File: src/cwfd_pkg.sv
package cwfd_pkg;

    localparam int VALUE_COUNT_DEF = 3;
    localparam int VALUE_COUNT_MAX = 8;
    localparam int WORD_BYTES      = 2;
    localparam int GROUP_BYTES     = 3;
    localparam int VALUE_BYTES     = 6;
    localparam int IDX_W           = $clog2(VALUE_COUNT_MAX);
    localparam int QUEUE_DEPTH     = 2;

    localparam logic [7:0] CHECK_INIT = 8'hFF;
    localparam logic [7:0] CHECK_POLY = 8'h31;
    localparam logic [7:0] CHECK_TOP  = 8'h80;

    typedef logic [7:0] byte_t;

    typedef enum logic [0:0] {
        KIND_DATA  = 1'b0,
        KIND_CHECK = 1'b1
    } kind_t;

    // one classified word on its way from front to back
    typedef struct packed {
        byte_t            data;
        kind_t            kind;
        logic [IDX_W-1:0] idx;
        logic             clear;
        logic             last;
    } entry_t;

    // CRC-8, MSB first, one byte
    function automatic byte_t crc8_update(input byte_t crc, input byte_t data);
        byte_t c;
        c = crc ^ data;
        for (int k = 0; k < 8; k++)
        begin
            if ((c & CHECK_TOP) != 8'h00)
                c = (c << 1) ^ CHECK_POLY;
            else
                c = c << 1;
        end
        return c;
    endfunction

endpackage

File: src/cwfd_front.sv
module cwfd_front #(
    parameter int VALUE_COUNT = cwfd_pkg::VALUE_COUNT_DEF
) (
    input  logic              clk,
    input  logic              rst_n,
    input  logic              in_valid,
    input  cwfd_pkg::byte_t   in_data,
    input  logic              in_start,
    input  logic              queue_full,
    output logic              in_ready,
    output logic              push,
    output cwfd_pkg::entry_t  push_entry
);
    import cwfd_pkg::*;

    localparam int FRAME_BYTES = VALUE_COUNT * VALUE_BYTES;
    localparam int POS_W       = $clog2(FRAME_BYTES);

    logic [POS_W-1:0] pos_reg, pos_next, pos_cur;
    logic [1:0]       phase_reg, phase_next, phase_cur;
    logic [2:0]       vbyte_reg, vbyte_next, vbyte_cur;
    logic [IDX_W-1:0] idx_reg, idx_next, idx_cur;
    logic             last;

    assign in_ready = !queue_full;
    assign push     = in_valid && !queue_full;

    // frame_start restarts counting at this word
    assign pos_cur   = in_start ? '0 : pos_reg;
    assign phase_cur = in_start ? '0 : phase_reg;
    assign vbyte_cur = in_start ? '0 : vbyte_reg;
    assign idx_cur   = in_start ? '0 : idx_reg;
    assign last      = (pos_cur == POS_W'(FRAME_BYTES - 1));

    always_comb
    begin
        push_entry.data  = in_data;
        push_entry.kind  = (phase_cur == 2'(GROUP_BYTES - 1)) ? KIND_CHECK : KIND_DATA;
        push_entry.idx   = idx_cur;
        push_entry.clear = in_start;
        push_entry.last  = last;

        if (last)
        begin
            pos_next   = '0;
            phase_next = '0;
            vbyte_next = '0;
            idx_next   = '0;
        end
        else
        begin
            pos_next   = pos_cur + 1'b1;
            phase_next = (phase_cur == 2'(GROUP_BYTES - 1)) ? 2'd0 : phase_cur + 2'd1;
            if (vbyte_cur == 3'(VALUE_BYTES - 1))
            begin
                vbyte_next = '0;
                idx_next   = idx_cur + 1'b1;
            end
            else
            begin
                vbyte_next = vbyte_cur + 3'd1;
                idx_next   = idx_cur;
            end
        end
    end

    always_ff @(posedge clk or negedge rst_n)
    begin
        if (!rst_n)
        begin
            pos_reg   <= '0;
            phase_reg <= '0;
            vbyte_reg <= '0;
            idx_reg   <= '0;
        end
        else if (push)
        begin
            pos_reg   <= pos_next;
            phase_reg <= phase_next;
            vbyte_reg <= vbyte_next;
            idx_reg   <= idx_next;
        end
    end

endmodule

File: src/cwfd_queue.sv
module cwfd_queue (
    input  logic              clk,
    input  logic              rst_n,
    input  logic              push,
    input  cwfd_pkg::entry_t  push_entry,
    input  logic              pop,
    output logic              full,
    output logic              empty,
    output cwfd_pkg::entry_t  head
);
    import cwfd_pkg::*;

    localparam int PTR_W = (QUEUE_DEPTH > 1) ? $clog2(QUEUE_DEPTH) : 1;
    localparam int CNT_W = $clog2(QUEUE_DEPTH + 1);

    entry_t           slots_reg [QUEUE_DEPTH];
    logic [PTR_W-1:0] wr_ptr_reg, rd_ptr_reg;
    logic [CNT_W-1:0] count_reg, count_next;

    assign full  = (count_reg == CNT_W'(QUEUE_DEPTH));
    assign empty = (count_reg == '0);
    assign head  = slots_reg[rd_ptr_reg];

    always_comb
    begin
        count_next = count_reg;
        if (push && !pop)
            count_next = count_reg + 1'b1;
        else if (pop && !push)
            count_next = count_reg - 1'b1;
    end

    always_ff @(posedge clk)
    begin
        if (push)
            slots_reg[wr_ptr_reg] <= push_entry;
    end

    always_ff @(posedge clk or negedge rst_n)
    begin
        if (!rst_n)
        begin
            wr_ptr_reg <= '0;
            rd_ptr_reg <= '0;
            count_reg  <= '0;
        end
        else
        begin
            count_reg <= count_next;
            if (push)
                wr_ptr_reg <= (wr_ptr_reg == PTR_W'(QUEUE_DEPTH - 1)) ? '0
                              : wr_ptr_reg + 1'b1;
            if (pop)
                rd_ptr_reg <= (rd_ptr_reg == PTR_W'(QUEUE_DEPTH - 1)) ? '0
                              : rd_ptr_reg + 1'b1;
        end
    end

endmodule

File: src/cwfd_back.sv
module cwfd_back #(
    parameter int VALUE_COUNT = cwfd_pkg::VALUE_COUNT_DEF
) (
    input  logic              clk,
    input  logic              rst_n,
    input  logic              empty,
    input  cwfd_pkg::entry_t  head,
    output logic              pop,
    output logic              out_valid,
    input  logic              out_ready,
    output logic [95:0]       out_data,
    output logic              out_status
);
    import cwfd_pkg::*;

    cwfd_pkg::byte_t crc_reg, crc_next, crc_base;
    logic            failed_reg, failed_base, failed_next;
    logic [31:0]     values_reg [VALUE_COUNT];
    logic [31:0]     field [3];
    logic            out_valid_reg;
    logic [95:0]     out_data_reg;
    logic            out_status_reg;
    logic            load;

    // a frame's last word may only leave the queue when the output slot is free
    assign pop  = !empty && (!head.last || !out_valid_reg || out_ready);
    assign load = pop && head.last;

    assign crc_base    = head.clear ? CHECK_INIT : crc_reg;
    assign failed_base = head.clear ? 1'b0 : failed_reg;

    always_comb
    begin
        crc_next    = crc_base;
        failed_next = failed_base;
        unique case (head.kind)
            KIND_DATA:
            begin
                crc_next = crc8_update(crc_base, head.data);
            end
            KIND_CHECK:
            begin
                crc_next    = CHECK_INIT;
                failed_next = failed_base | (head.data != crc_base);
            end
            default:
            begin
                crc_next = crc_base;
            end
        endcase
    end

    for (genvar j = 0; j < 3; j++)
    begin : g_field
        if (j < VALUE_COUNT)
        begin : g_used
            assign field[j] = failed_next ? 32'h0 : values_reg[j];
        end
        else
        begin : g_unused
            assign field[j] = 32'h0;
        end
    end

    for (genvar k = 0; k < VALUE_COUNT; k++)
    begin : g_store
        always_ff @(posedge clk)
        begin
            if (pop && head.kind == KIND_DATA && head.idx == IDX_W'(k))
                values_reg[k] <= {values_reg[k][23:0], head.data};
        end
    end

    always_ff @(posedge clk or negedge rst_n)
    begin
        if (!rst_n)
        begin
            crc_reg       <= CHECK_INIT;
            failed_reg    <= 1'b0;
            out_valid_reg <= 1'b0;
        end
        else
        begin
            if (pop)
            begin
                crc_reg    <= load ? CHECK_INIT : crc_next;
                failed_reg <= load ? 1'b0 : failed_next;
            end
            if (load)
                out_valid_reg <= 1'b1;
            else if (out_ready)
                out_valid_reg <= 1'b0;
        end
    end

    always_ff @(posedge clk)
    begin
        if (load)
        begin
            out_data_reg   <= {field[2], field[1], field[0]};
            out_status_reg <= failed_next;
        end
    end

    assign out_valid  = out_valid_reg;
    assign out_data   = out_data_reg;
    assign out_status = out_status_reg;

endmodule

File: src/crc_checked_word_frame_deframer.sv
// Result: a frame's last word is registered in the queue slot and then in the output
//   register before its result is valid; a result still held by m_tready low delays it.
// Throughput: one byte word per cycle while the queue is not full; the CRC-8 update is
//   one unrolled byte step in the back end, and a two-entry queue parts front and back.
// Reset: rst_n is asynchronous, active low; it clears the byte position, the
//   running CRC (to 0xFF), the error mark, the queue and the output valid.
module crc_checked_word_frame_deframer #(
    parameter int VALUE_COUNT = cwfd_pkg::VALUE_COUNT_DEF
) (
    input  logic        clk,
    input  logic        rst_n,
    // input stream: one received byte per word
    input  logic        s_tvalid,
    output logic        s_tready,
    input  logic [7:0]  s_tdata,   // [7:0] rx_byte
    input  logic        s_tuser,   // [0] frame_start
    // result stream: one word per complete frame
    output logic        m_tvalid,
    input  logic        m_tready,
    output logic [95:0] m_tdata,   // [31:0] first_value_bits, [63:32] second_value_bits,
                                   // [95:64] third_value_bits
    output logic        m_tuser    // [0] frame_status (1 = CRC mismatch)
);
    import cwfd_pkg::*;

    // front: tracks position in the frame and tags each byte as data or check
    // queue: short buffer so the front keeps taking bytes while a result waits
    // back:  runs the CRC per 2-byte word, assembles big-endian values, emits

    logic   push;
    logic   pop;
    logic   queue_full;
    logic   queue_empty;
    entry_t push_entry;
    entry_t head;

    cwfd_front #(
        .VALUE_COUNT (VALUE_COUNT)
    ) u_front (
        .clk        (clk),
        .rst_n      (rst_n),
        .in_valid   (s_tvalid),
        .in_data    (s_tdata),
        .in_start   (s_tuser),
        .queue_full (queue_full),
        .in_ready   (s_tready),
        .push       (push),
        .push_entry (push_entry)
    );

    cwfd_queue u_queue (
        .clk        (clk),
        .rst_n      (rst_n),
        .push       (push),
        .push_entry (push_entry),
        .pop        (pop),
        .full       (queue_full),
        .empty      (queue_empty),
        .head       (head)
    );

    // values are zeroed on output when any word check failed
    cwfd_back #(
        .VALUE_COUNT (VALUE_COUNT)
    ) u_back (
        .clk        (clk),
        .rst_n      (rst_n),
        .empty      (queue_empty),
        .head       (head),
        .pop        (pop),
        .out_valid  (m_tvalid),
        .out_ready  (m_tready),
        .out_data   (m_tdata),
        .out_status (m_tuser)
    );

endmodule

File: config.mk
export PLATFORM = sky130hd
export DESIGN_NAME = crc_checked_word_frame_deframer
export DESIGN_NICKNAME = d
export VERILOG_FILES = /design/src/cwfd_pkg.sv /design/src/cwfd_front.sv /design/src/cwfd_queue.sv /design/src/cwfd_back.sv /design/src/crc_checked_word_frame_deframer.sv
export SDC_FILE = /design/constraint.sdc
export NUM_CORES = 1
export LEC_CHECK = 0
export BUFFER_PORTS_ARGS = -buffer_cell sky130_fd_sc_hd__clkbuf_2
export CAP_MARGIN = 20
export CORE_MARGIN = 3
export CORE_UTILIZATION = 50
export CTS_BUF_LIST = sky130_fd_sc_hd__clkbuf_16
export DETAILED_ROUTE_END_ITERATION = 7
export PLACE_DENSITY = 0.7
export RECOVER_POWER = 25
export SYNTH_ARGS = -nofsm -noshare
export SYNTH_HDL_FRONTEND = slang
export SYNTH_HIERARCHICAL = 1
export SYNTH_SLANG_ARGS = --single-unit
File: constraint.sdc
create_clock -name clk -period 9.6 [get_ports clk]
set_clock_uncertainty 0.15 [all_clocks]
set_input_delay 1.92 -clock clk [delete_from_list [all_inputs] [get_ports clk]]
set_output_delay 1.92 -clock clk [all_outputs]
set_load 0.05 [all_outputs]
* Yosys cells after proc, flatten, opt, wreduce, memory -nomap -nowiden
Memory sizes are Yosys's and may differ from the RTL's. Index checks and enable logic that the tools add are counted.
Operators by class: mux-type cells 53, bitwise operators 11, reduce and logical (&&, ||, !) cells 23, add/subtract/negate cells 8, equal/unequal tests 7
Operators with widths (count):
- 2-to-1 mux 8 bit | 9
- 2-to-1 mux 32 bit | 2
- OR reduction 32 bit | 2
- 2-to-1 mux 6 bit | 8
- NOT 3 bit | 8
- 2-to-1 mux 1 bit | 18
- 2-to-1 mux 3 bit | 6
- case mux 8 bit (2 select lines) | 1
- 2-to-1 mux 2 bit | 7
- 2-to-1 mux 5 bit | 2
- logical AND 1 bit | 9
- != test 8 bit | 1
- XOR 8 bit | 1
- adder 3 x 1 -> 3 bit, second input constant | 2
- zero test 1 bit | 6
- adder 5 x 1 -> 5 bit, second input constant | 1
- == test 5 bit, second input constant | 1
- adder 2 x 1 -> 2 bit, second input constant | 2
- == test 2 bit, second input constant | 2
- nonzero test 2 bit | 2
- == test 3 x 1 -> 1 bit, second input constant | 1
- == test 3 x 2 -> 1 bit, second input constant | 1
- == test 3 bit, second input constant | 1
- zero test 3 bit | 1
- other kinds (6) | 8
Word-level totals: input bits 13, bits in registers 124, output and inout bits 99, memories 2, bits in writable memories 124
Memory list:
- u_back.values_reg | words 3, width 32, rd ports 3, clocked after Yosys merged registers in 0, write ports 1, RTL line cwfd_back.sv:18 | logic [31:0] values_reg [VALUE_COUNT];
- u_queue.slots_reg | words 2, width 14, rd ports 1, clocked after Yosys merged registers in 0, write ports 1, RTL line cwfd_queue.sv:16 | entry_t slots_reg [QUEUE_DEPTH];

* Depth between registers and ports, before layout
Gate-level depths: netlist of run 1. An unclocked memory read counts as a cell.
word-level depth 28, gate-level depth with buffers 12, depth with buffers taken out 7

* Cells and area by module
The synthesis of run 1 kept the hierarchy.
Modules (own cells, without submodules):
- cwfd_back | times used 1, area an instance 7617.3 µm², cells an instance 508
- cwfd_queue | times used 1, area an instance 1249.9 µm², cells an instance 60
- cwfd_front | times used 1, area an instance 779.5 µm², cells an instance 86

* Worst setup path before layout of run 1
OpenSTA, ideal clock, no wires.
kind input port to flip-flop, start input m_tready, end register u_back.out_valid_reg, in the netlist u_back/out_valid, arrival time 9.748 ns, setup slack -0.407 ns, library setup time 0.109 ns, data required time 9.341 ns, cell stages on the path 3, path through nor2b_1 > nor3b_1 > or2_2
On the way: longest elaborated chain between the ends 4
Ends and longest elaborated chain:
- start: declaration | RTL line crc_checked_word_frame_deframer.sv:19 | input logic m_tready,
- logical OR 1 bit * | RTL line cwfd_back.sv:26 | assign pop = !empty && (!head.last || !out_valid_reg || out_ready);
- logical AND 1 bit * | RTL line cwfd_back.sv:26
- logical AND 1 bit * | RTL line cwfd_back.sv:27 | assign load = pop && head.last;
- via u_back.load | RTL line cwfd_back.sv:23 | logic load;
- 2-to-1 mux 1 bit or nonzero test 2 bit (tied branches)
- end signal: assignment | RTL line cwfd_back.sv:80 | out_valid_reg <= 1'b0;
- end signal: assignment | RTL line cwfd_back.sv:90 | out_valid_reg <= 1'b1;
- end signal: assignment | RTL line cwfd_back.sv:92 | out_valid_reg <= 1'b0;
- end: declaration | RTL line cwfd_back.sv:20 | logic out_valid_reg;
Mark *: on every way through the listed nets, which the timed path passes. The rest lies on a longest branch. A chain may end at the register's enable or synchronous reset.

==> qor.csv, run 1 <==
stage,metric,value,unit
sta,rsz0062_at_grt,false,
clocking,cts_root_buf,clkbuf_16,
sta,tightest_slew,1.46,ns
worst_setup_path,critPathArrivalTime,3.90,ns
clocking,cts_resized,0,
sta,fin_setup_tns,0,ns
cells_and_area,nNetsFinal,773,
yosys,syn_area,9650,µm²
worst_setup_path,start_kind,register,
clocking,clockBufferDepth,3,
drt,viasPerCell,5.03,
drt,wire_per_inst,15.4,µm
cells_and_area,final_cell_mix,"edfxtp_1, nand2_1, clkbuf_2",
sta,period_share,0.400,
global_route,grt.total_usage,0.149,
global_route,grt_pass1_vias,5158,
floorplan,rows,50,
floorplan,num_io_pins,112,
global_route,grt_pass1_wl,25900,µm
sta,slew_violations,0,
worst_setup_path,path_buf_inv,1,
yosys,synthesis.instances,654,
floorplan,start_util,0.512,
worst_setup_path,critPathCaptureType,register,
placed_design,place_hpwl,10200,µm
yosys,yosysWarnings,6,
cells_and_area,areaGrowthSynthToFinish,15.8,%
floorplan,coreArea,18800,µm²
drt,drc,0,
sta,max-slew-margin-rel,0.0265,
placed_design,portBuffers,111,
cells_and_area,diodes,0,
yosys,yosysSeqAreaShare,0.759,
worst_setup_path,cp_max_fo,81,
worst_setup_path,worstPathRequired,9.66,ns
worst_setup_path,regToRegSetupSlack,5.76,ns
worst_setup_path,slowest_delay,0.77,ns
yosys,synth_cell_types,46,
drt,drt_iter0_drc,425,
yosys,ys_seq_elements,248,
yosys,syn_nets,669,
clocking,cts_setup_buffers,0,
worst_hold_path,hold_class,reg2reg,
clocking,ctsHoldBuffers,0,
clocking,path_clk_slew,0.06,ns
yosys,synth_top_flop_cell,edfxtp_1,
placed_design,pre_cts_ws,5.36,ns
clocking,cts.sink_count,248,
sta,max_freq,260,MHz
run_status,status,"complete, no violations",
worst_setup_path,critical_path_class,reg2reg,
floorplan,die_w,145,µm
yosys,synth_edf_count,221,
cells_and_area,layout.cells.most_common,edfxtp_1,
drt,ant_nets,0,
sta,fin_crit,3.84,ns
placed_design,gp_congestion,0.786,
global_route,overflow,0,
yosys,ys_async_sr_fraction,0.109,
yosys,avgSynthCellArea,14.8,µm²
cells_and_area,fillerInstances,1440,
clocking,cts_buffers,25,
floorplan,die_h,145,µm
clocking,cts_tree,built,
worst_setup_path,cpMaxStageDelayCell,dfrtp_1,
worst_setup_path,cp_cell_sequence,"mux2_2, or3_1, nand2_1, a31oi_1, o41a_2, buf_4, nand2b_1",
clocking,htree_levels,1,
global_route,grt_antenna_before_repair,0,
drt,wl,16000,µm
floorplan,fp.dieArea,21000,µm²
cells_and_area,drive_gt1_frac,0.264,
sta,finalSetupViolCount,0,
sta,final_hold_viol_count,0,
sta,layout_setup_ws,5.76,ns
drt,drtPass1Iterations,6,
global_route,grt_max_degree,99,
run,cap_violations,0,
drt,vias,5213,
worst_setup_path,crit_family,simple AND/OR/NAND/NOR gates,
clocking,clk_latency,0.51,ns
[routing by layer]
| metal | vias up | routed length [µm] | GRT usage |
|---|---|---|---|
| met2 | 145 | 7790 | 0.248 |
| met3 | 34 | 902 | 0.0325 |
| met5 | - | 0 | 0 |
| met1 | 2533 | 6970 | 0.198 |
| li1 | 2501 | - | - |
| met4 | 0 | 342 | 0.0456 |
[cells by family (layout without fill, tap and decap cells)]
kind of cell | Yosys count | in the layout | synth area share
compound gates | 49 | 49 | 0.0336
xor+xnor | 28 | 28 | 0.0313
fa+ha+maj | 2 | 2 | 0.00259
buf+inv | 45 | 168 | 0.0296
flops | 248 | 248 | 0.759
mux | 14 | 14 | 0.0198
simple gates | 268 | 268 | 0.124
[stage by stage]
stage / cell area, µm² / std cells / hold WS (ns) / utilization
after floorplan: 9650 / 654 / 0.276 / -
after global placement: 10300 / 989 / 0.279 / 0.549
after detailed placement: 10300 / 989 / 0.283 / 0.549
after CTS: 11200 / 1035 / 0.297 / 0.593
after global routing: 11200 / 1037 / 0.305 / 0.593
final: 11200 / 1037 / 0.297 / 0.593
[layout make-up]
cell class / count / area (µm²) / area share
Clock inverter: 19 / 161 / 0.0144
Timing Repair Buffer: 118 / 621 / 0.0555
Sequential cell: 248 / 7320 / 0.655
Inverter: 4 / 15.0 / 0.00134
Tap cell: 260 / 325 / 0.0291
Clock buffer: 27 / 676 / 0.0605
Multi-Input combinational cell: 361 / 2050 / 0.184
[path summary, 6_finish.rpt]
kind | start | to | depth (start not counted)
setup / recovery | u_queue/rd_ptr_reg$_DFFE_PN0P_ | u_back/out_status$_DFFE_PP_ | 7
hold / removal | u_back/values_reg[0][72]$_DFFE_PP_ | u_back/values_reg[0][80]$_DFFE_PP_ | 0
setup reg to reg | u_queue/rd_ptr_reg$_DFFE_PN0P_ | u_back/out_status$_DFFE_PP_ | 7
hold reg to reg | u_back/values_reg[0][72]$_DFFE_PP_ | u_back/values_reg[0][80]$_DFFE_PP_ | 0
max in group asynchronous | rst_n | u_front/pos_reg[2]$_DFFE_PN0P_ | 1
min in group asynchronous | rst_n | u_back/failed_reg$_DFFE_PN0N_ | 1
[cells in the mapped netlist, types with 6 or more instances]
cell | instances | area, µm²
o21ai_0 | 13 | 65.1
dfrtp_1 | 19 | 475
buf_6 | 7 | 78.8
nand2_1 | 106 | 398
xnor2_1 | 10 | 87.6
xor2_1 | 14 | 123
a21oi_1 | 12 | 60.1
nor2_2 | 30 | 188
dfstp_2 | 8 | 210
mux2_4 | 9 | 135
edfxtp_1 | 221 | 6640
nor2_1 | 85 | 319
clkbuf_1 | 17 | 63.8
nor3_1 | 9 | 45.0
nor2b_1 | 14 | 87.6
nand3_1 | 6 | 30.0
buf_4 | 11 | 82.6
[worst register-to-register path: stages, from the launching register on]
cell and delay (ns):
dfrtp_1 0.77, mux2_2 0.57, or3_1 0.44, nand2_1 0.08, a31oi_1 0.08, o41a_2 0.68
buf_4 0.48, nand2b_1 0.30
Power of run 1 is not shown: default switching activity piles up to over one toggle a cycle in this logic, so the estimate is an artifact.
==> run 2, diff against run 1 <==
==> constraint.sdc (replaced) <==
create_clock -name clk -period 3.9 [get_ports clk]
set_clock_uncertainty 0.15 [all_clocks]
set_input_delay 0.78 -clock clk [delete_from_list [all_inputs] [get_ports clk]]
set_output_delay 0.78 -clock clk [all_outputs]
set_load 0.05 [all_outputs]
==> qor.csv, run 2 (synthesis results as in run 1) <==
stage,metric,value,unit,change
placed_design,place_hpwl,10200,µm,+0.23%
worst_setup_path,critPathArrivalTime,3.61,ns,-0.29 ns
floorplan,start_util,0.512,,unchanged
global_route,use_met1,0.201,,+0.00307
clocking,cts_tree,built,,
cells_and_area,fin_cells,1040,,+0.29%
clocking,cts_buffers,25,,unchanged
cells_and_area,layout.cells.most_common,edfxtp_1,,
drt,wl,16000,µm,+0.21%
floorplan,die_h,145,µm,unchanged
floorplan,coreArea,18800,µm²,unchanged
worst_hold_path,hold_class,reg2reg,,
drt,wire_per_inst,15.4,µm,about the same
sta,tightest_slew,1.53,ns,+0.0697 ns
sta,final_hold_viol_count,0,,unchanged
worst_setup_path,start_kind,register,,
global_route,grt_antenna_before_repair,0,,unchanged
worst_setup_path,critical_path_class,reg2reg,,
worst_setup_path,crit_family,compound AO/OA/AOI/OAI gates,,
drt,drtPass1Iterations,4,,-2
clocking,path_clk_slew,0.06,ns,about the same
clocking,ctsHoldBuffers,0,,unchanged
cells_and_area,diodes,0,,unchanged
drt,viasPerCell,4.98,,-0.92%
worst_setup_path,path_buf_inv,2,,+1
sta,max-slew-margin-rel,-0.0200,,-0.0465
floorplan,num_io_pins,112,,unchanged
clocking,cts.sink_count,248,,unchanged
run_status,violations,"capacitance limit, slew limit",,
placed_design,pre_cts_ws,0.732,ns,-4.63 ns
clocking,clk_latency,0.50,ns,about the same
sta,slew_violations,28,,+28
global_route,grt.total_usage,0.150,,+0.00179
global_route,overflow,0,,unchanged
global_route,use_met3,0.0303,,-0.00219
floorplan,rows,50,,unchanged
drt,drc,0,,unchanged
worst_setup_path,cpMaxStageDelayCell,o41a_2,,
floorplan,fp.dieArea,21000,µm²,unchanged
placed_design,dp.cells,994,,+0.51%
clocking,clockBufferDepth,3,,unchanged
cells_and_area,nNetsFinal,776,,+0.39%
drt,ant_nets,0,,unchanged
sta,layout_setup_ws,0.488,ns,-5.27 ns
sta,period_share,0.875,,+0.475
clocking,cts_resized,0,,unchanged
worst_setup_path,cp_max_fo,63,,-22%
sta,max_freq,293,MHz,+13%
sta,rsz0062_at_grt,false,,
worst_setup_path,slowest_delay,0.64,ns,-0.13 ns
drt,drt_iter0_drc,390,,-8.2%
run_status,status,"finished, violations left",,
worst_setup_path,critPathCaptureType,register,,
clocking,cts_root_buf,clkbuf_16,,
sta,finalSetupViolCount,0,,unchanged
global_route,grt_pass1_wl,26200,µm,+1.2%
placed_design,portBuffers,111,,unchanged
sta,fin_crit,3.41,ns,-0.431 ns
placed_design,gp_congestion,0.773,,-1.7%
clocking,cts_setup_buffers,0,,unchanged
global_route,grt_pass1_vias,5058,,-1.9%
worst_setup_path,worstPathRequired,4.10,ns,-5.56 ns
cells_and_area,drive_gt1_frac,0.263,,-0.00101
global_route,grtUsageMet2,0.250,,+0.00211
run,cap_violations,1,,+1
clocking,htree_levels,1,,unchanged
worst_setup_path,cp_cell_sequence,"clkbuf_1, mux2_2, xor2_1, o41ai_1, a31oi_1, o41a_2, buf_12, nor2_1",,
cells_and_area,areaGrowthSynthToFinish,14.9,%,
global_route,top_usage_layer,met2,,
floorplan,die_w,145,µm,unchanged
global_route,grt_max_degree,99,,unchanged
sta,timing.hold.ws,0.293,ns,-0.00361 ns
cells_and_area,final_cell_mix,"edfxtp_1, nand2_1, clkbuf_2",,
drt,vias,5180,,-0.63%
==> run 2: cell types whose count changed in the layout (fill, tap and decap cells not counted), moves of 3 or more <==
cell,change
bufinv_16,-3
clkinv_1,+3
inv_1,+4
mux2_1,-5
mux2_4,+3
==> run 2: layout make-up <==
cell class / count / area (µm²)
clock buffers: 25 / 626
multi-input cells: 361 / 2070
well taps: 260 / 325
inverters: 4 / 15.0
clock inverters: 21 / 95.1
flip-flops and latches: 248 / 7320
fillers: 1448 / 7750
repair buffers: 121 / 631
==> run 2: final timing paths <==
path / slack (ns) / to / cells after the start / from
setup / recovery: 0.49 / u_back/out_data[73]$_SDFFCE_PP0P_ / 8 / u_queue/rd_ptr_reg$_DFFE_PN0P_
hold / removal: 0.29 / u_back/values_reg[0][88]$_DFFE_PP_ / 0 / u_back/values_reg[0][80]$_DFFE_PP_
setup reg to reg: 0.49 / u_back/out_data[73]$_SDFFCE_PP0P_ / 8 / u_queue/rd_ptr_reg$_DFFE_PN0P_
hold reg to reg: 0.29 / u_back/values_reg[0][88]$_DFFE_PP_ / 0 / u_back/values_reg[0][80]$_DFFE_PP_
max in group asynchronous: 2.21 / u_back/failed_reg$_DFFE_PN0N_ / 1 / rst_n
min in group asynchronous: 0.49 / u_front/pos_reg[4]$_DFFE_PN0P_ / 1 / rst_n
==> run 2: worst reg2reg max path, cell delays in order (launching register included) <==
cell	delay, ns
dfrtp_1	0.53
clkbuf_1	0.45
mux2_2	0.48
xor2_1	0.16
o41ai_1	0.27
a31oi_1	0.08
o41a_2	0.64
buf_12	0.29
nor2_1	0.20
==> run 2: metrics by stage <==
stage	cell area, µm²	TNS, ns	util
global placement	10400	0	0.552
CTS	11100	0	0.590
floorplan	9670	-63.56	-
detailed placement	10400	0	0.552
finish	11100	0	0.589
global route	11100	0	0.589
==> run 2: per-layer routing <==
metal | share of wire | wire length (µm) | vias to the layer above
met3 | 0.056 | 901 | 27
met4 | 0.022 | 360 | 0
met1 | 0.42 | 6670 | 2506
met5 | 0 | 0 | -
met2 | 0.51 | 8110 | 137
li1 | - | - | 2510
Power of run 2 is left out for the same reason.
